## src/rtl/temp_scan_min_max_alarm_macros.svh

```systemverilog
// assertion macros for the temperature scan supervisor
// no dependencies; included by the top level only
`ifndef TEMP_SCAN_MIN_MAX_ALARM_MACROS_SVH
`define TEMP_SCAN_MIN_MAX_ALARM_MACROS_SVH
`ifndef SYNTHESIS
`define TSMMA_ASSERT(label, clk, rst_n, ante, cons) \
  label: assert property (@(posedge clk) disable iff (!rst_n) (ante) |-> (cons)) \
    else $error("tsmma: same-cycle check failed");
`define TSMMA_ASSERT_NEXT(label, clk, rst_n, ante, cons) \
  label: assert property (@(posedge clk) disable iff (!rst_n) (ante) |=> (cons)) \
    else $error("tsmma: next-cycle check failed");
`else
`define TSMMA_ASSERT(label, clk, rst_n, ante, cons)
`define TSMMA_ASSERT_NEXT(label, clk, rst_n, ante, cons)
`endif
`endif

```

## src/rtl/tsmma_pkg.sv

```systemverilog
// shared types, codes and constants of the temperature scan supervisor
// no dependencies
`default_nettype none

package tsmma_pkg;

  localparam int unsigned SensorCountDef = 16;

  localparam int unsigned TempW = 16;
  localparam int unsigned ClsW  = 3;
  localparam int unsigned IdxOW = 4;
  localparam int unsigned MaskW = 9;
  localparam int unsigned ScW   = 2;

  // threshold reset values
  localparam logic [15:0] LowSevereRst      = 16'hFFFB;
  localparam logic [15:0] LowModerateRst    = 16'hFFFE;
  localparam logic [15:0] LowWarnRst        = 16'h0000;
  localparam logic [15:0] HighSevereRst     = 16'd40;
  localparam logic [15:0] HighModerateRst   = 16'd38;
  localparam logic [15:0] HighWarnRst       = 16'd37;
  localparam logic [15:0] SpreadSevereRst   = 16'd80;
  localparam logic [15:0] SpreadModerateRst = 16'd30;

  // register map, one word each
  typedef enum logic [2:0] {
    REG_LOW_SEVERE,
    REG_LOW_MODERATE,
    REG_LOW_WARN,
    REG_HIGH_SEVERE,
    REG_HIGH_MODERATE,
    REG_HIGH_WARN,
    REG_SPREAD_SEVERE,
    REG_SPREAD_MODERATE
  } reg_idx_e;

  typedef enum logic [2:0] {
    CLS_NORMAL,
    CLS_LOW,
    CLS_LOW_MOD,
    CLS_LOW_SEV,
    CLS_HIGH,
    CLS_HIGH_MOD,
    CLS_HIGH_SEV
  } sensor_class_e;

  localparam logic [ScW-1:0] SPREAD_NORMAL   = 2'd0;
  localparam logic [ScW-1:0] SPREAD_SEVERE   = 2'd1;
  localparam logic [ScW-1:0] SPREAD_MODERATE = 2'd2;
  localparam logic [ScW-1:0] SPREAD_UNUSED   = 2'd3;

  localparam int unsigned MaskNormalBit   = 0;
  localparam int unsigned MaskSevereBit   = 7;
  localparam int unsigned MaskModerateBit = 8;

  typedef struct packed {
    logic signed [TempW-1:0] low_severe;
    logic signed [TempW-1:0] low_moderate;
    logic signed [TempW-1:0] low_warn;
    logic signed [TempW-1:0] high_severe;
    logic signed [TempW-1:0] high_moderate;
    logic signed [TempW-1:0] high_warn;
    logic [TempW-1:0]        spread_severe;
    logic [TempW-1:0]        spread_moderate;
  } cfg_t;

  // per-sample view after the scan stage
  typedef struct packed {
    logic [ClsW-1:0]         sensor_class;
    logic                    scan_done;
    logic signed [TempW-1:0] hi_temp;
    logic [IdxOW-1:0]        max_index;
    logic signed [TempW-1:0] lo_temp;
    logic [IdxOW-1:0]        min_index;
    logic [MaskW-1:0]        class_mask;
  } scan_info_t;

  typedef struct packed {
    logic [ClsW-1:0]         sensor_class;
    logic                    scan_done;
    logic signed [TempW-1:0] hi_temp;
    logic [IdxOW-1:0]        max_index;
    logic signed [TempW-1:0] lo_temp;
    logic [IdxOW-1:0]        min_index;
    logic signed [TempW-1:0] average;
    logic [ScW-1:0]          spread_class;
    logic [MaskW-1:0]        class_mask;
  } result_t;

endpackage

`default_nettype wire

```

## src/rtl/tsmma_cfg.sv

```systemverilog
// apb threshold registers of the temperature scan supervisor
// depends on tsmma_pkg
`default_nettype none

module tsmma_cfg import tsmma_pkg::*; (
  input  wire logic        clk_i,
  input  wire logic        rst_ni,
  input  wire logic        psel,
  input  wire logic        penable,
  input  wire logic        pwrite,
  input  wire logic [4:0]  paddr,
  input  wire logic [31:0] pwdata,
  output logic [31:0]      prdata,
  output logic             pready,
  output cfg_t             cfg_o
);

  cfg_t     cfg_q;
  reg_idx_e sel;
  logic     wr_en;
  logic [15:0] rd_val;

  assign sel    = reg_idx_e'(paddr[4:2]);
  assign wr_en  = psel && penable && pwrite;
  assign pready = 1'b1;
  assign cfg_o  = cfg_q;

  always_ff @(posedge clk_i or negedge rst_ni) begin
    if (!rst_ni) begin
      cfg_q.low_severe      <= LowSevereRst;
      cfg_q.low_moderate    <= LowModerateRst;
      cfg_q.low_warn        <= LowWarnRst;
      cfg_q.high_severe     <= HighSevereRst;
      cfg_q.high_moderate   <= HighModerateRst;
      cfg_q.high_warn       <= HighWarnRst;
      cfg_q.spread_severe   <= SpreadSevereRst;
      cfg_q.spread_moderate <= SpreadModerateRst;
    end else if (wr_en) begin
      case (sel)
        REG_LOW_SEVERE:      cfg_q.low_severe      <= pwdata[15:0];
        REG_LOW_MODERATE:    cfg_q.low_moderate    <= pwdata[15:0];
        REG_LOW_WARN:        cfg_q.low_warn        <= pwdata[15:0];
        REG_HIGH_SEVERE:     cfg_q.high_severe     <= pwdata[15:0];
        REG_HIGH_MODERATE:   cfg_q.high_moderate   <= pwdata[15:0];
        REG_HIGH_WARN:       cfg_q.high_warn       <= pwdata[15:0];
        REG_SPREAD_SEVERE:   cfg_q.spread_severe   <= pwdata[15:0];
        REG_SPREAD_MODERATE: cfg_q.spread_moderate <= pwdata[15:0];
        default: ;
      endcase
    end
  end

  always_comb begin
    case (sel)
      REG_LOW_SEVERE:      rd_val = cfg_q.low_severe;
      REG_LOW_MODERATE:    rd_val = cfg_q.low_moderate;
      REG_LOW_WARN:        rd_val = cfg_q.low_warn;
      REG_HIGH_SEVERE:     rd_val = cfg_q.high_severe;
      REG_HIGH_MODERATE:   rd_val = cfg_q.high_moderate;
      REG_HIGH_WARN:       rd_val = cfg_q.high_warn;
      REG_SPREAD_SEVERE:   rd_val = cfg_q.spread_severe;
      REG_SPREAD_MODERATE: rd_val = cfg_q.spread_moderate;
      default:             rd_val = '0;
    endcase
  end

  assign prdata = {16'b0, rd_val};

endmodule

`default_nettype wire

```

## src/rtl/tsmma_scan.sv

```systemverilog
// input register, sample classing and running max/min/sum/mask of a scan
// depends on tsmma_pkg
`default_nettype none

module tsmma_scan import tsmma_pkg::*; #(
  parameter int unsigned SensorCount = SensorCountDef,
  localparam int unsigned IdxW = (SensorCount > 1) ? $clog2(SensorCount) : 1,
  localparam int unsigned SumW = TempW + $clog2(SensorCount)
) (
  input  wire logic                   clk_i,
  input  wire logic                   rst_ni,
  input  wire cfg_t                   cfg_i,
  input  wire logic                   in_valid_i,
  output logic                        in_ready_o,
  input  wire logic [TempW-1:0]       sample_i,
  output logic                        out_valid_o,
  input  wire logic                   out_ready_i,
  output scan_info_t                  out_info_o,
  output logic signed [SumW-1:0]      out_sum_o
);

  localparam logic [IdxW-1:0] LastIdx = IdxW'(SensorCount - 1);

  function automatic logic [ClsW-1:0] classify(logic signed [TempW-1:0] t, cfg_t c);
    sensor_class_e k;
    k = CLS_NORMAL;
    if (t < $signed(c.low_severe))         k = CLS_LOW_SEV;
    else if (t < $signed(c.low_moderate))  k = CLS_LOW_MOD;
    else if (t < $signed(c.low_warn))      k = CLS_LOW;
    if (t > $signed(c.high_severe))        k = CLS_HIGH_SEV;
    else if (t > $signed(c.high_moderate)) k = CLS_HIGH_MOD;
    else if (t > $signed(c.high_warn))     k = CLS_HIGH;
    return k;
  endfunction

  // input stage
  logic                    in_vld_q;
  logic signed [TempW-1:0] smp_q;

  // running scan state
  logic [IdxW-1:0]         idx_q;
  logic signed [TempW-1:0] max_q, max_d;
  logic signed [TempW-1:0] min_q, min_d;
  logic [IdxW-1:0]         maxi_q, maxi_d;
  logic [IdxW-1:0]         mini_q, mini_d;
  logic signed [SumW-1:0]  sum_q, sum_d;
  logic [MaskW-1:0]        mask_q, mask_d;

  // output stage
  logic                    out_vld_q;
  scan_info_t              info_q, info_d;
  logic signed [SumW-1:0]  osum_q;

  logic            stage_rdy;
  logic            adv;
  logic            first;
  logic            last;
  logic [ClsW-1:0] cls;
  logic [IdxW+3:0] maxi_ext, mini_ext;

  assign stage_rdy  = !out_vld_q || out_ready_i;
  assign in_ready_o = !in_vld_q || stage_rdy;
  assign adv        = in_vld_q && stage_rdy;

  assign first = (idx_q == '0);
  assign last  = (idx_q == LastIdx);
  assign cls   = classify(smp_q, cfg_i);

  always_comb begin
    if (first) begin
      max_d  = smp_q;
      min_d  = smp_q;
      maxi_d = '0;
      mini_d = '0;
      sum_d  = SumW'(smp_q);
      mask_d = MaskW'(1) << cls;
    end else begin
      sum_d  = sum_q + SumW'(smp_q);
      mask_d = mask_q | (MaskW'(1) << cls);
      max_d  = max_q;
      maxi_d = maxi_q;
      min_d  = min_q;
      mini_d = mini_q;
      if (smp_q > max_q) begin
        max_d  = smp_q;
        maxi_d = idx_q;
      end
      if (smp_q < min_q) begin
        min_d  = smp_q;
        mini_d = idx_q;
      end
    end
  end

  // only the low nibble of the index is reported
  assign maxi_ext = {4'b0, maxi_d};
  assign mini_ext = {4'b0, mini_d};

  // summary fields read as zero except on the last sample
  always_comb begin
    info_d              = '0;
    info_d.sensor_class = cls;
    info_d.scan_done    = last;
    if (last) begin
      info_d.hi_temp    = max_d;
      info_d.max_index  = maxi_ext[3:0];
      info_d.lo_temp    = min_d;
      info_d.min_index  = mini_ext[3:0];
      info_d.class_mask = mask_d;
    end
  end

  always_ff @(posedge clk_i or negedge rst_ni) begin
    if (!rst_ni) begin
      in_vld_q  <= 1'b0;
      out_vld_q <= 1'b0;
      idx_q     <= '0;
      max_q     <= '0;
      min_q     <= '0;
      maxi_q    <= '0;
      mini_q    <= '0;
      sum_q     <= '0;
      mask_q    <= '0;
    end else begin
      if (in_ready_o) begin
        in_vld_q <= in_valid_i;
      end
      if (stage_rdy) begin
        out_vld_q <= in_vld_q;
      end
      if (adv) begin
        idx_q  <= last ? '0 : idx_q + 1'b1;
        max_q  <= max_d;
        min_q  <= min_d;
        maxi_q <= maxi_d;
        mini_q <= mini_d;
        sum_q  <= sum_d;
        mask_q <= mask_d;
      end
    end
  end

  always_ff @(posedge clk_i) begin
    if (in_ready_o && in_valid_i) begin
      smp_q <= sample_i;
    end
    if (adv) begin
      info_q <= info_d;
      osum_q <= last ? sum_d : '0;
    end
  end

  assign out_valid_o = out_vld_q;
  assign out_info_o  = info_q;
  assign out_sum_o   = osum_q;

endmodule

`default_nettype wire

```

## src/rtl/tsmma_summ.sv

```systemverilog
// end-of-scan summary: spread class, and average by reciprocal multiply
// depends on tsmma_pkg
`default_nettype none

module tsmma_summ import tsmma_pkg::*; #(
  parameter int unsigned SensorCount = SensorCountDef,
  localparam int unsigned SumW = TempW + $clog2(SensorCount)
) (
  input  wire logic                   clk_i,
  input  wire logic                   rst_ni,
  input  wire cfg_t                   cfg_i,
  input  wire logic                   in_valid_i,
  output logic                        in_ready_o,
  input  wire scan_info_t             in_info_i,
  input  wire logic signed [SumW-1:0] in_sum_i,
  output logic                        out_valid_o,
  input  wire logic                   out_ready_i,
  output result_t                     out_res_o
);

  // |sum| < 2**SumW, so a reciprocal rounded up over SumW + log2 bits is exact
  localparam int unsigned Lw   = $clog2(SensorCount);
  localparam int unsigned Sh   = SumW + Lw;
  localparam int unsigned MulW = Sh + 1;
  localparam int unsigned PrdW = SumW + MulW;
  localparam logic [63:0] RecipFull =
    ((64'd1 << Sh) + 64'(SensorCount) - 64'd1) / 64'(SensorCount);
  localparam logic [MulW-1:0] Recip = RecipFull[MulW-1:0];

  logic rdy2, rdy3, rdy4;
  logic v2_q, v3_q, v4_q;

  // stage 2: spread class and sign/magnitude split
  scan_info_t       info2_q, info2_d;
  logic [ScW-1:0]   sc2_q, sc2_d;
  logic [SumW-1:0]  abs2_q, abs2_d;
  logic             neg2_q;
  logic [TempW-1:0] spread;

  // stage 3: quotient magnitude
  scan_info_t       info3_q;
  logic [ScW-1:0]   sc3_q;
  logic             neg3_q;
  logic [TempW:0]   quot3_q;
  logic [PrdW-1:0]  prod;

  // stage 4: output register
  result_t          res_q, res_d;
  logic [TempW:0]   avg_full;

  assign rdy4       = !v4_q || out_ready_i;
  assign rdy3       = !v3_q || rdy4;
  assign rdy2       = !v2_q || rdy3;
  assign in_ready_o = rdy2;

  assign spread = in_info_i.hi_temp - in_info_i.lo_temp;

  always_comb begin
    info2_d = in_info_i;
    sc2_d   = SPREAD_NORMAL;
    if (in_info_i.scan_done) begin
      if (spread > cfg_i.spread_severe) begin
        sc2_d = SPREAD_SEVERE;
        info2_d.class_mask[MaskSevereBit] = 1'b1;
      end else if (spread > cfg_i.spread_moderate) begin
        sc2_d = SPREAD_MODERATE;
        info2_d.class_mask[MaskModerateBit] = 1'b1;
      end else begin
        info2_d.class_mask[MaskNormalBit] = 1'b1;
      end
    end
    abs2_d = in_sum_i[SumW-1] ? SumW'(-in_sum_i) : SumW'(in_sum_i);
  end

  assign prod = PrdW'(abs2_q) * PrdW'(Recip);

  // truncation toward zero: divide the magnitude, then restore the sign
  assign avg_full = neg3_q ? (TempW+1)'(-quot3_q) : quot3_q;

  always_comb begin
    res_d.sensor_class = info3_q.sensor_class;
    res_d.scan_done    = info3_q.scan_done;
    res_d.hi_temp      = info3_q.hi_temp;
    res_d.max_index    = info3_q.max_index;
    res_d.lo_temp      = info3_q.lo_temp;
    res_d.min_index    = info3_q.min_index;
    res_d.average      = avg_full[TempW-1:0];
    res_d.spread_class = sc3_q;
    res_d.class_mask   = info3_q.class_mask;
  end

  always_ff @(posedge clk_i or negedge rst_ni) begin
    if (!rst_ni) begin
      v2_q <= 1'b0;
      v3_q <= 1'b0;
      v4_q <= 1'b0;
    end else begin
      if (rdy2) v2_q <= in_valid_i;
      if (rdy3) v3_q <= v2_q;
      if (rdy4) v4_q <= v3_q;
    end
  end

  always_ff @(posedge clk_i) begin
    if (rdy2 && in_valid_i) begin
      info2_q <= info2_d;
      sc2_q   <= sc2_d;
      abs2_q  <= abs2_d;
      neg2_q  <= in_sum_i[SumW-1];
    end
    if (rdy3 && v2_q) begin
      info3_q <= info2_q;
      sc3_q   <= sc2_q;
      neg3_q  <= neg2_q;
      quot3_q <= prod[Sh+TempW:Sh];
    end
    if (rdy4 && v3_q) begin
      res_q <= res_d;
    end
  end

  assign out_valid_o = v4_q;
  assign out_res_o   = res_q;

endmodule

`default_nettype wire

```

## src/rtl/temp_scan_min_max_alarm.sv

```systemverilog
// temperature scan supervisor, top level
// depends on tsmma_pkg, tsmma_cfg, tsmma_scan, tsmma_summ and the macro header
`default_nettype none
`include "temp_scan_min_max_alarm_macros.svh"

// one signed 16-bit sample is taken per transfer, in sensor order, and a scan is
// SensorCount samples long. every sample gives one result transfer carrying its
// class against the six low/high thresholds; the last sample of a scan is
// flagged with tlast and also carries the scan max and min with the index of
// the first sample that reached each (low four bits), the average truncated
// toward zero, the spread class and the mask of classes seen. on other samples
// the summary fields are zero. the block takes one sample every clock cycle
// when the output side keeps up; a sample's result passes through the input
// register, scan stage, spread stage, reciprocal multiply stage and output
// register. the running max/min/sum compare and add in the scan stage is the
// loop that sets this rate, and the average uses a constant reciprocal multiply
// instead of a divider. every stage has its own valid bit, so a stalled output
// still lets samples move into empty stages. thresholds sit behind an apb port
// at byte address 4*i and should be written between scans.
// there is no clearing pass after reset.

module temp_scan_min_max_alarm import tsmma_pkg::*; #(
  parameter int unsigned SensorCount = SensorCountDef
) (
  input  wire logic        clk_i,
  input  wire logic        rst_ni,
  // sample input
  input  wire logic        s_axis_tvalid,
  output logic             s_axis_tready,
  input  wire logic [15:0] s_axis_tdata,   // [15:0] sample
  // result output
  output logic             m_axis_tvalid,
  input  wire logic        m_axis_tready,
  // [2:0] sensor_class, [18:3] scan max, [22:19] max_index, [38:23] scan min,
  // [42:39] min_index, [58:43] average, [60:59] spread_class,
  // [69:61] class_mask, [71:70] zero
  output logic [71:0]      m_axis_tdata,
  output logic             m_axis_tlast,   // scan_done
  // configuration
  input  wire logic        psel,
  input  wire logic        penable,
  input  wire logic        pwrite,
  input  wire logic [4:0]  paddr,
  input  wire logic [31:0] pwdata,
  output logic [31:0]      prdata,
  output logic             pready
);

  localparam int unsigned SumW = TempW + $clog2(SensorCount);

  cfg_t                   cfg;
  logic                   scan_vld;
  logic                   scan_rdy;
  scan_info_t             scan_info;
  logic signed [SumW-1:0] scan_sum;
  result_t                m_res;

  // threshold registers
  tsmma_cfg u_cfg (
    .clk_i   (clk_i),
    .rst_ni  (rst_ni),
    .psel    (psel),
    .penable (penable),
    .pwrite  (pwrite),
    .paddr   (paddr),
    .pwdata  (pwdata),
    .prdata  (prdata),
    .pready  (pready),
    .cfg_o   (cfg)
  );

  // classing and running statistics
  tsmma_scan #(
    .SensorCount (SensorCount)
  ) u_scan (
    .clk_i       (clk_i),
    .rst_ni      (rst_ni),
    .cfg_i       (cfg),
    .in_valid_i  (s_axis_tvalid),
    .in_ready_o  (s_axis_tready),
    .sample_i    (s_axis_tdata),
    .out_valid_o (scan_vld),
    .out_ready_i (scan_rdy),
    .out_info_o  (scan_info),
    .out_sum_o   (scan_sum)
  );

  // spread class, average and output register
  tsmma_summ #(
    .SensorCount (SensorCount)
  ) u_summ (
    .clk_i       (clk_i),
    .rst_ni      (rst_ni),
    .cfg_i       (cfg),
    .in_valid_i  (scan_vld),
    .in_ready_o  (scan_rdy),
    .in_info_i   (scan_info),
    .in_sum_i    (scan_sum),
    .out_valid_o (m_axis_tvalid),
    .out_ready_i (m_axis_tready),
    .out_res_o   (m_res)
  );

  assign m_axis_tlast = m_res.scan_done;
  assign m_axis_tdata = {2'b0, m_res.class_mask, m_res.spread_class, m_res.average,
                         m_res.min_index, m_res.lo_temp, m_res.max_index,
                         m_res.hi_temp, m_res.sensor_class};

  // mid-scan results carry no summary
  `TSMMA_ASSERT(a_mid_scan_zero, clk_i, rst_ni, m_axis_tvalid && !m_axis_tlast, (m_res.hi_temp == '0) && (m_res.lo_temp == '0) && (m_res.average == '0) && (m_res.class_mask == '0) && (m_res.spread_class == SPREAD_NORMAL))
  // the last sample's own class is always part of the scan mask
  `TSMMA_ASSERT(a_last_class_in_mask, clk_i, rst_ni, m_axis_tvalid && m_axis_tlast, m_res.class_mask[m_res.sensor_class] && (m_res.spread_class != SPREAD_UNUSED))
  // max never falls below min, and the average lies between them
  `TSMMA_ASSERT(a_max_ge_min, clk_i, rst_ni, m_axis_tvalid && m_axis_tlast, ($signed(m_res.hi_temp) >= $signed(m_res.average)) && ($signed(m_res.average) >= $signed(m_res.lo_temp)))
  // a write to the high warn register lands in that threshold
  `TSMMA_ASSERT_NEXT(a_cfg_write, clk_i, rst_ni, psel && penable && pwrite && (paddr[4:2] == REG_HIGH_WARN), cfg.high_warn == $past(pwdata[15:0]))

endmodule

`default_nettype wire
```

## config.mk

```make
export PLATFORM = sky130hd
export DESIGN_NAME = temp_scan_min_max_alarm
export DESIGN_NICKNAME = d
export VERILOG_FILES = /design/src/rtl/tsmma_pkg.sv /design/src/rtl/tsmma_cfg.sv /design/src/rtl/tsmma_scan.sv /design/src/rtl/tsmma_summ.sv /design/src/rtl/temp_scan_min_max_alarm.sv
export VERILOG_INCLUDE_DIRS = /design/src /design/src/rtl
export SDC_FILE = /design/constraint.sdc
export NUM_CORES = 1
export LEC_CHECK = 0
export BUFFER_PORTS_ARGS = -buffer_cell sky130_fd_sc_hd__buf_2
export CAP_MARGIN = 0
export CORE_UTILIZATION = 24
export DETAILED_ROUTE_END_ITERATION = 8
export REMOVE_ABC_BUFFERS = 1
export SYNTH_ARGS = -nofsm -noshare
export SYNTH_HDL_FRONTEND = slang
export SYNTH_SLANG_ARGS = --single-unit
```

## constraint.sdc

```tcl
create_clock -name clk_i -period 12.7 [get_ports clk_i]
set_input_delay 0 -clock clk_i [delete_from_list [all_inputs] [get_ports clk_i]]
set_output_delay 0 -clock clk_i [all_outputs]
set_load 0.005 [all_outputs]
```

Yosys cells after proc, flatten, opt, wreduce, memory -nomap -nowiden
Cells that the tools add are included.
W data, S select, Z words.
{"block": "word_totals", "register_bits": 514, "input_bits": 60, "output_inout_bits": 108, "elab_cells": 143}
{"block": "op_classes", "n_addsub": 5, "n_lt_le_gt_ge": 10, "eq_ne": 8, "n_shift": 1, "mux": 29, "bitwise": 2, "reduce_logical": 28}
{"cell": "$pmux W16 S8", "count": 1}
{"cell": "$gt A16 B16 Y1", "count": 6}
{"cell": "$mux W16", "count": 5}
{"cell": "$lt A16 B16 Y1", "count": 4}
{"cell": "$add A20 B16 Y20", "count": 1}
{"cell": "$mux W20", "count": 1}
{"cell": "$mux W4", "count": 5}
{"cell": "$neg A20 Y20", "count": 1}
{"cell": "$mux W19", "count": 1}
{"cell": "$neg A16 Y16", "count": 1}
{"cell": "$reduce_and A2 Y1", "count": 8}
{"cell": "$sub A16 B16 Y16", "count": 1}
{"cell": "$mux W3", "count": 5}
{"cell": "$eq A3 B3 Y1 const B", "count": 4}
{"cell": "$mux W9", "count": 1}
{"cell": "$or A9 B9 Y9", "count": 1}
{"cell": "$shl A1 B3 Y9 const A", "count": 1}
{"cell": "$mux W1", "count": 8}
{"cell": "$logic_and A1 B1 Y1", "count": 7}
{"cell": "$eq A3 B2 Y1 const B", "count": 2}
{"cell": "$logic_not A1 Y1", "count": 5}
{"cell": "$logic_or A1 B1 Y1", "count": 5}
{"cell": "$add A4 B1 Y4 const B", "count": 1}
{"cell": "$eq A4 B4 Y1 const B", "count": 1}
{"cell": "6 further kinds", "count": 7}

Logic depth before layout (Yosys ltp)
Gate-level depths: netlist (run 1).
{"block": "depth", "ltp_word": 10, "ltp_mapped": 19, "ltp_nobuf": 19}

Cells and area by module
Synthesis (run 1) repeated with hierarchy kept, for this count alone.
{"block": "unflattened", "hier_cells": 2135, "hier_area_um2": 25854.8}
{"mod": "tsmma_scan", "n_inst": 1, "cells_each": 1139, "area_per_inst_um2": 10896.7, "seq_area_each_um2": 4549.4}
{"mod": "tsmma_summ", "n_inst": 1, "cells_each": 557, "area_per_inst_um2": 8862.2, "seq_area_each_um2": 6531.3}
{"mod": "tsmma_cfg", "n_inst": 1, "cells_each": 436, "area_per_inst_um2": 6077.1, "seq_area_each_um2": 3258.1}
{"mod": "temp_scan_min_max_alarm", "n_inst": 1, "cells_each": 3, "area_per_inst_um2": 18.8, "seq_area_each_um2": 0.0}

Worst setup path after synthesis (run 1)
No wires, ideal clock.
{"block": "synth_timing", "kind": "reg-to-reg", "startpoint": "reg u_summ.v4_q, in the netlist u_summ.out_valid_o", "endpoint": "reg u_summ.res_q (netlist bit u_summ.out_res_o[0]), enable pin", "setup_ns": 0.509, "arrival_time_ns": 3.708, "required_time_ns": 12.191, "path_slack_ns": 8.483, "path_stages_with_launch": 3, "n_path_buf": 0, "synth_period_minus_slack_ns": 4.217, "path_cell_list": "dfrtp_1 > nor2b_1 > nor2b_1"}
{"block": "synth_between", "elab_chain_len": 3}
{"item": "from (decl)", "line": "tsmma_summ.sv:31", "source": "logic v2_q, v3_q, v4_q;"}
{"item": "from (signal assigned)", "line": "tsmma_summ.sv:100", "source": "if (rdy4) v4_q <= v3_q;"}
{"item": "$logic_not A1 Y1", "line": "tsmma_summ.sv:51", "source": "assign rdy4 = !v4_q || out_ready_i;"}
{"item": "$logic_or A1 B1 Y1", "line": "tsmma_summ.sv:51"}
{"item": "$logic_and A1 B1 Y1", "line": "tsmma_summ.sv:117", "source": "if (rdy4 && v3_q) begin"}
{"item": "to (signal assigned)", "line": "tsmma_summ.sv:118", "source": "res_q <= res_d;"}
{"item": "to (decl)", "line": "tsmma_summ.sv:48", "source": "result_t res_q, res_d;"}
No other way between the ends.
A chain may end at the register's enable or synchronous reset.

==> summary.md, run 1 <==
### Outcome
• result of the run: finished, final reports clean

### Routing
• Met3 Routed Length: 3553 um
• Max Used Layer: met5
• Via density: 4.447
• antenna-violating nets left: 0
• DRT met1 WL: 30060 um
• detailed-routing iteration count for the pre-antenna-repair pass: 5
• number of vias after detailed routing: 16790
• post-DR wirelength/cell: 17.17 um
• drc violations: 0
• DR WL met2: 29470 um
• post-detailed-routing wire length: 64840 um
• drt initial violations: 1292

### Critical path
• dominant delay contributor by cell family on the critical path: compound AO/OA/AOI/OAI gates
• Critical Setup Path Class: flip-flop to flip-flop
• number of cell instances on the worst register-to-register path: 18
• CP endpoint kind: flip-flop
• setup slack of the worst register-to-register path: 8.04 ns
• buffers plus inverters on the worst setup path: 0
• CP max stage cell: o21ai_0
• critical-path cell list: ha_1, fa_1, nor2b_1, o21a_1, o21ai_0, a21oi_1, o2111ai_1, a31oi_1, a21o_1, a21oi_1, xnor2_1, ha_1, a21o_1, a21oi_1, o21ai_0, o21ai_0, nor2_1, or2_2
• biggest cell delay along the critical path: 0.47 ns
• start of the worst register-to-register path: u_scan.out_info_o[13]
• data required time at the worst endpoint: 13.05 ns
• FF-to-FF End: u_summ.info2_q[7]
• type of element launching the critical path: flip-flop
• highest fanout seen on the critical path: 3
• Arr. time, crit path: 5.01 ns

### Clocking
• CTS tree: done
• maximum count of clock buffers along a single path: 3
• root buffer cell: clkbuf_16
• number of post-CTS setup repair buffers: 0
• clock edge transition at the registers on the reported setup and hold paths: 0.06 ns
• clock buffers created by TritonCTS: 54
• H-tree depth: 2
• CTS-repair resized insts: 0
• later-pin clock latency in the skew report: 0.61 ns
• total number of clock tree sinks: 510

### Cells and area
• final standard cell area without fillers: 29620 sq um
• number of nets in the final layout: 2596
• combined flip-flop and latch cell area: 14340 sq um
• share of final-layout standard cells stronger than drive strength 1: 16.17%
• total area of multi-input combinational cells: 9644 sq um
• count of filler cells inserted in the layout: 10600
• area growth from synthesis to layout: 18.17%

### Synth
• main flop type after synthesis: edfxtp_1
• number of synthesized flops with an enable pin: 304
• combined area of all synthesized cells: 25060 sq um
• share of flip-flops with an asynchronous set or reset: 40.39%
• count of different cell masters after synthesis: 72
• post-synthesis sequential area ratio: 57.21%
• instance count of the mapped netlist: 2170
• number of storage elements in the synthesis netlist: 510
• number of warnings issued by yosys: 0
• average cell area after synthesis: 11.55 sq um

### Power and ir drop
• relative contribution of sequential cells to total power: 41.8%
• Leakage: 0.01221 uW
• P_sw: 1896 uW
• Power per Cell Area: 195.1 nW/um^2
• combinational power share: 30.4%
• switching part of the total: 32.81%
• Internal Dissipation: 3882 uW
• portion of total power attributed to the clock network: 27.8%
• Max VDD drop: 0.1028 mV

### Global route
• GRT Residual Overflow: 0
• maximum number of pins on one net before global-route repair: 79
• vias in the first global route: 16560
• first-pass GRT wire length: 99530 um
• total routing resource utilization after global routing: 12.17%
• antenna violations before repair: 16

### Timing
• Period minus WS final: 4.657 ns
• final worst path period share: 36.67%
• max-slew headroom at the worst pin: 30.95%
• pin slew with the least headroom to its limit: 1.029 ns
• Final Setup Violations: 0
• maximum operating frequency: 214.7 MHz
• final clock skew: 0.02548 ns
• total count of hold-check failures in the final report: 0
• count of final max-slew check failures: 0
• RSZ-0062 raised after global routing: false
• final sum of negative setup slack: 0 ns

### Place
• gp weighted congestion: 0.8839
• DP Area: 27390 sq um
• Post-DP HPWL: 46080 um
• input/output buffers: 130

### Worst hold path
• HP Start: s_axis_tdata[8]
• end point of the most critical hold path: u_scan.smp_q[8]
• worst hold path depth: 2
• Min-Delay Path Class: primary input to flip-flop

### Job
• max cap viols: 0

### Floorplanning
• Core Rows: 118
• count of boundary I/O pins: 168
• area of the core region: 103500 sq um
• Initial Utilization: 24.22%
• horizontal die dimension: 325.2 um
• height of the die: 325.2 um
• die outline area: 105700 sq um

-- worst register-to-register path, stage by stage, from the launching register on --
cell and delay [ns]:
edfxtp_1 0.41, ha_1 0.25, fa_1 0.41, nor2b_1 0.14, o21a_1 0.14, o21ai_0 0.10, a21oi_1 0.22, o2111ai_1 0.19
a31oi_1 0.25, a21o_1 0.16, a21oi_1 0.07, xnor2_1 0.39, ha_1 0.34, a21o_1 0.16, a21oi_1 0.20, o21ai_0 0.13
o21ai_0 0.47, nor2_1 0.10, or2_2 0.28
-- sequential cells by signal, indices dropped and copies added, names as in the netlist, 2 cells and up --
register	flops
u_cfg.cfg_o	128
u_scan.idx_q	4
u_scan.mask_q	9
u_scan.max_q	16
u_scan.maxi_q	4
u_scan.min_q	16
u_scan.mini_q	4
u_scan.out_info_o	53
u_scan.out_sum_o	20
u_scan.smp_q	16
u_scan.sum_q	20
u_summ.abs2_q	16
u_summ.info2_q	53
u_summ.info3_q	53
u_summ.out_res_o	71
u_summ.quot3_q	16
u_summ.sc2_q	2
u_summ.sc3_q	2
-- through the flow --
stage	util (%)	hold WS, ns	power, uW	instances	worst slack, ns
after floorplan	-	-0.2956	3605	2077	7.191
after global placement	26.47	0.03482	4143	3627	8.097
after detailed placement	26.47	0.03115	4188	3627	8.100
after CTS	28.59	0.1341	5834	3767	8.070
after global routing	28.62	0.1537	6156	3776	7.802
final	28.62	0.1437	5778	3776	8.043
-- cells by family (layout without fill, tap and decap cells) --
group,count (synthesis),after routing,share of synthesized area [%]
DFF,510,510,57.21
AOI/OAI and AO/OA,489,489,12.06
muxes,83,83,3.979
adders and majority gates,195,195,9.795
buffers and inverters,302,502,4.808
xor gates and xnor gates,61,61,2.132
and+or+nand+nor,528,528,9.990
other,2,28,0.02996
-- power groups by stage --
stage | registers, uW | clock network [uW] | logic, uW
6_report | 2410 | 1610 | 1760
3_5_place_dp | 2450 | 0 | 1740
5_1_grt | 2460 | 1710 | 1990
3_3_place_gp | 2430 | 0 | 1710
2_1_floorplan | 2400 | 0 | 1210
4_1_cts | 2420 | 1650 | 1770
-- worst max path at each step --
stage	cells after the start	slack, ns	from	endpoint
finish	18	8.04	u_scan.out_info_o[13]	u_summ.info2_q[7]
global route	18	7.80	u_scan.out_info_o[13]	u_summ.info2_q[7]
CTS	18	8.07	u_scan.out_info_o[13]	u_summ.info2_q[7]
detailed placement	18	8.10	u_scan.out_info_o[13]	u_summ.info2_q[7]
global placement	18	8.10	u_scan.out_info_o[13]	u_summ.info2_q[7]
floorplan	6	7.19	u_summ.out_valid_o	u_scan.max_q[0]
-- layout by cell type, fill, tap and decap left out, drive strengths merged, types with 22 or more instances in the layout --
master and instances:
xnor2 47, buf 170, a21oi 92, nor2 86
mux2i 22, nand3 34, edfxtp 304, ha 193
dfstp 44, a21o 41, dlygate4sd3 37, or3 28
nand2 229, o31ai 27, nor3 23, mux2 53
dfrtp 162, nand4 29, clkbuf 76, inv 192
o21ai 198
-- cells in the mapped netlist, drive strengths merged, types with 41 or more instances --
cell type	n	area, sq um
a21oi	92	460.4
a21o	41	307.8
o21ai	198	991.0
inv	190	713.2
dfrtp	162	4054
ha	193	2415
dfstp	44	1156
nand2	229	859.6
edfxtp	304	9129
xnor2	47	411.6
nor2	86	322.8
clkbuf	82	307.8
mux2	53	596.8
-- final cells by class --
| cell class | instances | share of cell area (%) |
|---|---|---|
| Timing Repair Buffer | 208 | 4.558 |
| Antenna cell | 9 | 0.07604 |
| Clock buffer | 75 | 5.213 |
| Sequential cell | 510 | 48.41 |
| Multi-Input combinational cell | 1375 | 32.56 |
| Inverter | 192 | 2.438 |
| Tap cell | 1380 | 5.830 |
| Clock inverter | 27 | 0.9083 |
-- metal layers --
layer / GRT usage [%] / up-vias
met5: 0 / -
met4: 3.753 / 14
met3: 2.220 / 99
met2: 19.37 / 402
met1: 16.70 / 8152
li1: - / 8124
-- timing repair --
action,in CTS,in global routing
hold buffers,38,0
endpoints found under the hold margin,205,0
endpoints found under the setup margin,0,0
Power figures use the tool's default switching activity.
==> run 2, diff against run 1 <==
Settings changed: ABC_AREA set to 1.
Clock period 12.7 ns to 4.62 ns, I/O delays scaled along.
==> run 2 against run 1 <==
Maximum frequency rose by 13%. Routed wire length rose by 3.1%. Register-to-register slack got worse by 7.5 ns. Sequential share of layout area fell by 0.30 points. Die area rose by 1.0%. Sequential power rose to 2.8 times the previous value. Core utilization barely moved. First-iteration DRC count barely moved. Synthesized area rose by 1.0%. Global-route usage rose by 0.25 points.
==> summary.md, run 2 <==
### Outcome
• result of the run: finished, final reports clean

### Critical path
• biggest cell delay along the critical path: 0.53 ns, +0.06 ns
• data required time at the worst endpoint: 4.97 ns, -8.08 ns
• cell mode on critical path: nand2_1
• CP max stage cell: a2111oi_0
• Arr. time, crit path: 4.47 ns, -0.54 ns
• critical-path cell list: inv_1, ha_1, nand2_1, nand2_1, a31oi_1, o21ai_1, nand2_1, nand2_1, a21oi_1, o21ai_1, nand2_1, nand2_1, xor2_1, ha_1, nand4_1, a21oi_1, a2111oi_0, nand2_1, nand2_1, nor2_1, or2_2
• start of the worst register-to-register path: u_scan.out_info_o[15]
• highest fanout seen on the critical path: 4, +1
• FF-to-FF End: u_summ.info2_q[7]
• CP endpoint kind: flip-flop
• setup slack of the worst register-to-register path: 0.50 ns, -7.54 ns
• number of cell instances on the worst register-to-register path: 21, +3
• type of element launching the critical path: flip-flop
• Critical Setup Path Class: flip-flop to flip-flop

### Synth
• number of storage elements in the synthesis netlist: 510, unchanged
• number of warnings issued by yosys: 0, unchanged
• synth top area cells: edfxtp_1, dfrtp_1, ha_1, nand2_1, inv_1
• post-synthesis sequential area ratio: 56.64%, -0.57 points
• list of most frequent post-synthesis cells: nand2_1, inv_1, edfxtp_1, ha_1, o21ai_0
• average cell area after synthesis: 10.04 sq um, -13%
• count of different cell masters after synthesis: 57, -21%
• cell type with the largest total area after synthesis: edfxtp_1
• main flop type after synthesis: edfxtp_1
• number of synthesized flops with an enable pin: 304, unchanged
• combined area of all synthesized cells: 25320 sq um, +1.0%
• area share of the largest cell type after synthesis: 36.06%, -0.37 points
• leading cell type by number of instances after synthesis: nand2_1
• share of flip-flops with an asynchronous set or reset: 40.39%, unchanged
• instance count of the mapped netlist: 2521, +16%

### Timing
• pin slew with the least headroom to its limit: 1.098 ns, +0.06875 ns
• final sum of negative setup slack: 0 ns, unchanged
• max-slew headroom at the worst pin: 26.61%, -4.3 points
• total count of hold-check failures in the final report: 0, unchanged
• Period minus WS final: 4.118 ns, -0.5390 ns
• count of final max-slew check failures: 0, unchanged
• final clock skew: 0.04793 ns, +0.02245 ns
• final worst path period share: 89.13%, +52 points
• RSZ-0062 raised after global routing: false
• Final Setup Violations: 0, unchanged
• maximum operating frequency: 242.9 MHz, +13%

### Floorplanning
• Initial Utilization: 24.32%, +0.11 points
• Core Rows: 118, unchanged
• count of boundary I/O pins: 168, unchanged
• area of the core region: 104100 sq um, +0.57%
• horizontal die dimension: 326.8 um, +0.50%
• height of the die: 326.8 um, +0.50%
• die outline area: 106800 sq um, +1.0%

### Global route
• GRT Residual Overflow: 0, unchanged
• vias in the first global route: 17580, +6.2%
• antenna violations before repair: 4, -12
• maximum number of pins on one net before global-route repair: 105, +33%
• total routing resource utilization after global routing: 12.43%, +0.25 points
• first-pass GRT wire length: 102800 um, +3.3%

### Cells and area
• Largest register FFs: 128, unchanged
• total area of multi-input combinational cells: 9360 sq um, -2.9%
• most frequent standard cell in the layout excluding fill and tap cells: nand2_1
• combined flip-flop and latch cell area: 14340 sq um, unchanged
• number of nets in the final layout: 2960, +14%
• fin cells: 4132, +9.4%
• area growth from synthesis to layout: 17.72%
• leading cell types in the layout, fill and taps excluded: nand2_1, inv_1, edfxtp_1
• count of filler cells inserted in the layout: 10770, +1.6%
• final core utilization: 28.63%, about the same
• share of final-layout standard cells stronger than drive strength 1: 12.54%, -3.6 points

### Power and ir drop
• Power per Cell Area: 556.5 nW/um^2, +190%
• P_sw: 6022 uW, +220%
• switching part of the total: 36.31%, +3.5 points
• Max VDD drop: 0.3719 mV, +260%
• Leakage: 0.01289 uW, +5.6%
• combinational power share: 33.2%, +2.8 points
• total chip power: 16590 uW, +190%
• Internal Dissipation: 10560 uW, +170%
• portion of total power attributed to the clock network: 26.8%, -1.0 points
• relative contribution of sequential cells to total power: 39.9%, -1.9 points

### Clocking
• total number of clock tree sinks: 510, unchanged
• clock edge transition at the registers on the reported setup and hold paths: 0.06 ns, about the same
• later-pin clock latency in the skew report: 0.63 ns, +0.02 ns
• number of post-CTS setup repair buffers: 0, unchanged
• root buffer cell: clkbuf_16
• clock buffers created by TritonCTS: 55, +1.9%
• H-tree depth: 2, unchanged
• maximum count of clock buffers along a single path: 3, unchanged
• CTS tree: done

### Place
• gp weighted congestion: 0.8837, about the same
• input/output buffers: 130, unchanged
• Cells after DPL: 3992, +10%
• Post-DP HPWL: 48120 um, +4.4%

### Routing
• antenna-violating nets left: 0, unchanged
• Via density: 4.395, -1.2%
• number of vias after detailed routing: 18160, +8.2%
• post-detailed-routing wire length: 66880 um, +3.1%
• drt initial violations: 1293, +0.077%
• post-DR wirelength/cell: 16.19 um, -5.7%
• drc violations: 0, unchanged
• detailed-routing iteration count for the pre-antenna-repair pass: 6, +1

### Worst hold path
• Min-Delay Path Class: primary input to async pin

### Job
• max cap viols: 0, unchanged

==> run 2: changes by cell type after synthesis, moves of 25 or more <==
cell,delta
or3_1,-25
xor2_1,+25
a21o_1,-38
a21oi_1,+37
o21ai_1,+52
xnor2_1,-29
mux2_2,-53
clkbuf_1,-33
nand2_1,+298
nor2_1,+60
inv_1,+138
nand3_1,+44
==> run 2: kinds of logic (layout without fill, tap and decap cells) <==
| logic type | Yosys count | count (layout) | share of synthesized area (%) |
|---|---|---|---|
| fa+ha+maj | 195 | 195 | 9.697 |
| xor+xnor | 57 | 57 | 1.972 |
| flops | 510 | 510 | 56.64 |
| compound gates | 480 | 480 | 10.56 |
| simple gates | 851 | 851 | 14.33 |
| buf+inv | 426 | 639 | 6.776 |
| other cells | 2 | 20 | 0.02966 |
==> run 2: power groups by stage <==
stage / Combinational, uW / Clock, uW / Sequential (uW)
final: 5510 / 4450 / 6630
after global placement: 5370 / 0 / 6690
after floorplan: 3810 / 0 / 6590
after detailed placement: 5480 / 0 / 6710
after global routing: 6300 / 4720 / 6750
after CTS: 5530 / 4570 / 6630
==> run 2: critical path: cells and delay by family (launching register included) <==
family	cells	cell delay, ns
buf+inv	1	0.05
xor+xnor	1	0.23
fa+ha+maj	2	0.65
compound gates	6	1.39
simple gates	11	1.18
flops	1	0.36
==> run 2: cell type report <==
cell class	count	share of cell area [%]
inverters	336	4.240
well taps	1380	5.794
repair buffers	200	4.362
clock inverters	35	1.125
clock buffers	68	4.950
flip-flops and latches	510	48.11
diodes	1	0.008397
multi-input cells	1602	31.41
==> run 2: metal layers <==
metal	track usage [%]	part of all wire (%)	up-vias
li1	-	-	8895
met2	19.39	44	489
met4	3.972	2.9	8
met1	17.37	47	8663
met5	0	0.081	-
met3	2.186	5.4	105
==> run 2: worst max path at each step <==
stage | start | end | slack [ns] | depth (start not counted)
5_1_grt | u_scan.out_info_o[15] | u_summ.info2_q[7] | 0.20 | 22
3_5_place_dp | u_scan.out_info_o[15] | u_summ.info2_q[7] | 0.66 | 22
4_1_cts | u_scan.out_info_o[15] | u_summ.info2_q[7] | 0.64 | 22
2_1_floorplan | u_summ.out_valid_o | u_scan.mask_q[6] | -3.37 | 14
3_3_place_gp | u_scan.out_info_o[13] | u_summ.info2_q[7] | 0.64 | 19
6_report | u_scan.out_info_o[15] | u_summ.info2_q[7] | 0.50 | 21
==> run 2: what timing repair did <==
| item | in CTS | in global routing |
|---|---|---|
| hold endpoints to repair | 251 | 0 |
| gates resized for setup | 0 | 0 |
| hold buffers | 36 | 0 |
==> run 2: through the flow <==
stage                     area [sq um]  hold slack (ns)  setup WS, ns
final                            29800          0.05889        0.5022
after global routing             29800           0.1192        0.1968
after floorplan                  24930          -0.2956        -3.367
after CTS                        29800          0.09373        0.6351
after detailed placement         27630           0.1859        0.6561
after global placement           27630           0.1867        0.6419
==> run 3, diff against run 2 <==
Settings changed: RECOVER_POWER set to 50.
==> run 3 against run 2 <==
The run now ends with capacitance limit, slew limit left. Worst hold slack improved by 0.10 ns. Worst setup slack improved by 0.046 ns. Via count decreased by 0.33%. Count of clock-buffer cells in the layout unchanged. Cell count about the same. Register-to-register slack improved by 0.05 ns. Largest cell class unchanged.
==> summary.md, run 3 (synthesis gave the netlist of run 2 again) <==
### Cells and area
• diode insertion count for antenna repair: 0, -1
• total area of multi-input combinational cells: 9335 sq um, -0.27%
• share of final-layout standard cells stronger than drive strength 1: 10.21%, -2.3 points
• number of nets in the final layout: 2960, unchanged
• combined flip-flop and latch cell area: 14340 sq um, unchanged
• area growth from synthesis to layout: 17.20%
• leading cell types in the layout, fill and taps excluded: nand2_1, inv_1, edfxtp_1
• Largest register FFs: 128, unchanged
• count of filler cells inserted in the layout: 10790, +0.20%
• most frequent standard cell in the layout excluding fill and tap cells: nand2_1
• final standard cell area without fillers: 29670 sq um, -0.44%

### Clocking
• Post-CTS Hold Buffers: 36, unchanged
• H-tree depth: 2, unchanged
• clock edge transition at the registers on the reported setup and hold paths: 0.06 ns, about the same
• number of post-CTS setup repair buffers: 0, unchanged
• maximum count of clock buffers along a single path: 3, unchanged
• root buffer cell: clkbuf_16
• later-pin clock latency in the skew report: 0.63 ns, about the same
• clock buffers created by TritonCTS: 55, unchanged
• CTS-repair resized insts: 0, unchanged
• total number of clock tree sinks: 510, unchanged
• CTS tree: done

### Global route
• first-pass GRT wire length: 102800 um, unchanged
• maximum number of pins on one net before global-route repair: 105, unchanged
• total routing resource utilization after global routing: 12.43%, unchanged
• GRT Residual Overflow: 0, unchanged
• vias in the first global route: 17580, unchanged
• antenna violations before repair: 4, unchanged

### Floorplanning
• Core Rows: 118, unchanged
• area of the core region: 104100 sq um, unchanged
• Initial Utilization: 24.32%, unchanged
• horizontal die dimension: 326.8 um, unchanged
• die outline area: 106800 sq um, unchanged
• height of the die: 326.8 um, unchanged
• count of boundary I/O pins: 168, unchanged

### Timing
• final clock skew: 0.05082 ns, +0.002886 ns
• Final Setup Violations: 0, unchanged
• final worst path period share: 88.14%, -0.99 points
• Period minus WS final: 4.072 ns, -0.04581 ns
• post-layout worst setup margin: 0.5481 ns, +0.04581 ns
• pin slew with the least headroom to its limit: 2.740 ns, +1.642 ns
• count of final max-slew check failures: 222, +222
• max-slew headroom at the worst pin: -82.67%, -110 points
• RSZ-0062 raised after global routing: false
• maximum operating frequency: 245.6 MHz, +1.1%
• total count of hold-check failures in the final report: 0, unchanged

### Critical path
• dominant delay contributor by cell family on the critical path: compound AO/OA/AOI/OAI gates
• buffers plus inverters on the worst setup path: 1, unchanged
• Critical Setup Path Class: flip-flop to flip-flop
• highest fanout seen on the critical path: 4, unchanged
• CP endpoint kind: flip-flop
• Arr. time, crit path: 4.42 ns, -0.05 ns
• type of element launching the critical path: flip-flop
• critical-path cell list: inv_1, ha_1, nand2_1, nand2_1, a31oi_1, o21ai_1, nand2_1, nand2_1, a21oi_1, o21ai_1, nand2_1, nand2_1, xor2_1, ha_1, nand4_1, a21oi_1, a2111oi_0, nand2_1, nand2_1, nor2_1, or2_2
• biggest cell delay along the critical path: 0.53 ns, about the same
• data required time at the worst endpoint: 4.97 ns, about the same
• CP max stage cell: a2111oi_0
• cell mode on critical path: nand2_1

### Place
• gp weighted congestion: 0.8837, unchanged
• DP Area: 27630 sq um, unchanged
• input/output buffers: 130, unchanged
• Post-DP HPWL: 48120 um, unchanged
• DP Worst Slack: 0.6561 ns, unchanged

### Outcome
• violations in the final reports: capacitance limit, slew limit
• result of the run: finished, violations left

### Routing
• post-detailed-routing wire length: 66890 um, about the same
• drt initial violations: 1330, +2.9%
• detailed-routing iteration count for the pre-antenna-repair pass: 5, -1
• drc violations: 0, unchanged
• post-DR wirelength/cell: 16.19 um, about the same
• number of vias after detailed routing: 18100, -0.33%
• Via density: 4.382, -0.31%
• antenna-violating nets left: 0, unchanged

### Worst hold path
• Min-Delay Path Class: primary input to flip-flop

### Power and ir drop
• Leakage: 0.01271 uW, -1.4%
• Max VDD drop: 0.3668 mV, -1.4%
• Power per Cell Area: 558.1 nW/um^2, +0.28%

### Job
• max cap viols: 3, +3

## run 3: cell count changes in the layout (fill, tap and decap cells not counted), moves of 2 or more
cell / change
clkbuf_1: +59
buf_2: -57
buf_4: -3
nor2_1: +2
## run 3: final cells by class
| type | count | share of cell area [%] |
|---|---|---|
| Timing Repair Buffer | 200 | 4.031 |
| Sequential cell | 510 | 48.33 |
| Tap cell | 1380 | 5.819 |
| Inverter | 336 | 4.259 |
| Clock buffer | 68 | 4.972 |
| Clock inverter | 35 | 1.130 |
| Multi-Input combinational cell | 1602 | 31.46 |
## run 3: metrics by stage
stage	utilization [%]	cells	setup TNS [ns]	hold slack (ns)	total power, uW
after floorplan	-	2448	-252.65	-0.2956	10400
after global placement	26.54	3992	0	0.1867	12060
after detailed placement	26.54	3992	0	0.1859	12200
after CTS	28.63	4131	0	0.09373	16740
after global routing	28.51	4131	0	0.1629	17760
final	28.51	4131	0	0.1607	16560
## run 3: worst paths after layout
check	slack (ns)	to	startpoint	cells after the start
min reg2reg	0.41	u_summ.quot3_q[8]	u_summ.abs2_q[12]	0
max	0.55	u_summ.info2_q[7]	u_scan.out_info_o[15]	21
max reg2reg	0.55	u_summ.info2_q[7]	u_scan.out_info_o[15]	21
max in group asynchronous	0.96	u_scan.min_q[11]	rst_ni	3
min in group asynchronous	0.79	u_cfg.cfg_o[83]	rst_ni	2
min	0.16	u_scan.in_vld_q	s_axis_tvalid	4
## run 3: worst min-delay path: stages
cell and delay (ns):
dlygate4sd3_1 0.52, buf_2 0.09, inv_1 0.06, nand2_1 0.06
## run 3: metal layers
layer | up-vias | wire, um | track usage [%]
li1 | 8895 | - | -
met1 | 8618 | 31590 | 17.37
met2 | 484 | 29570 | 19.39
met3 | 95 | 3770 | 2.186
met4 | 8 | 1912 | 3.972
met5 | - | 54 | 0
## run 3: power breakdown
part	switching, uW	total (uW)	internal (uW)
sequential	505	6630	6120
combinational	3630	5490	1870
clock	1880	4440	2560
total	6010	16600	10500
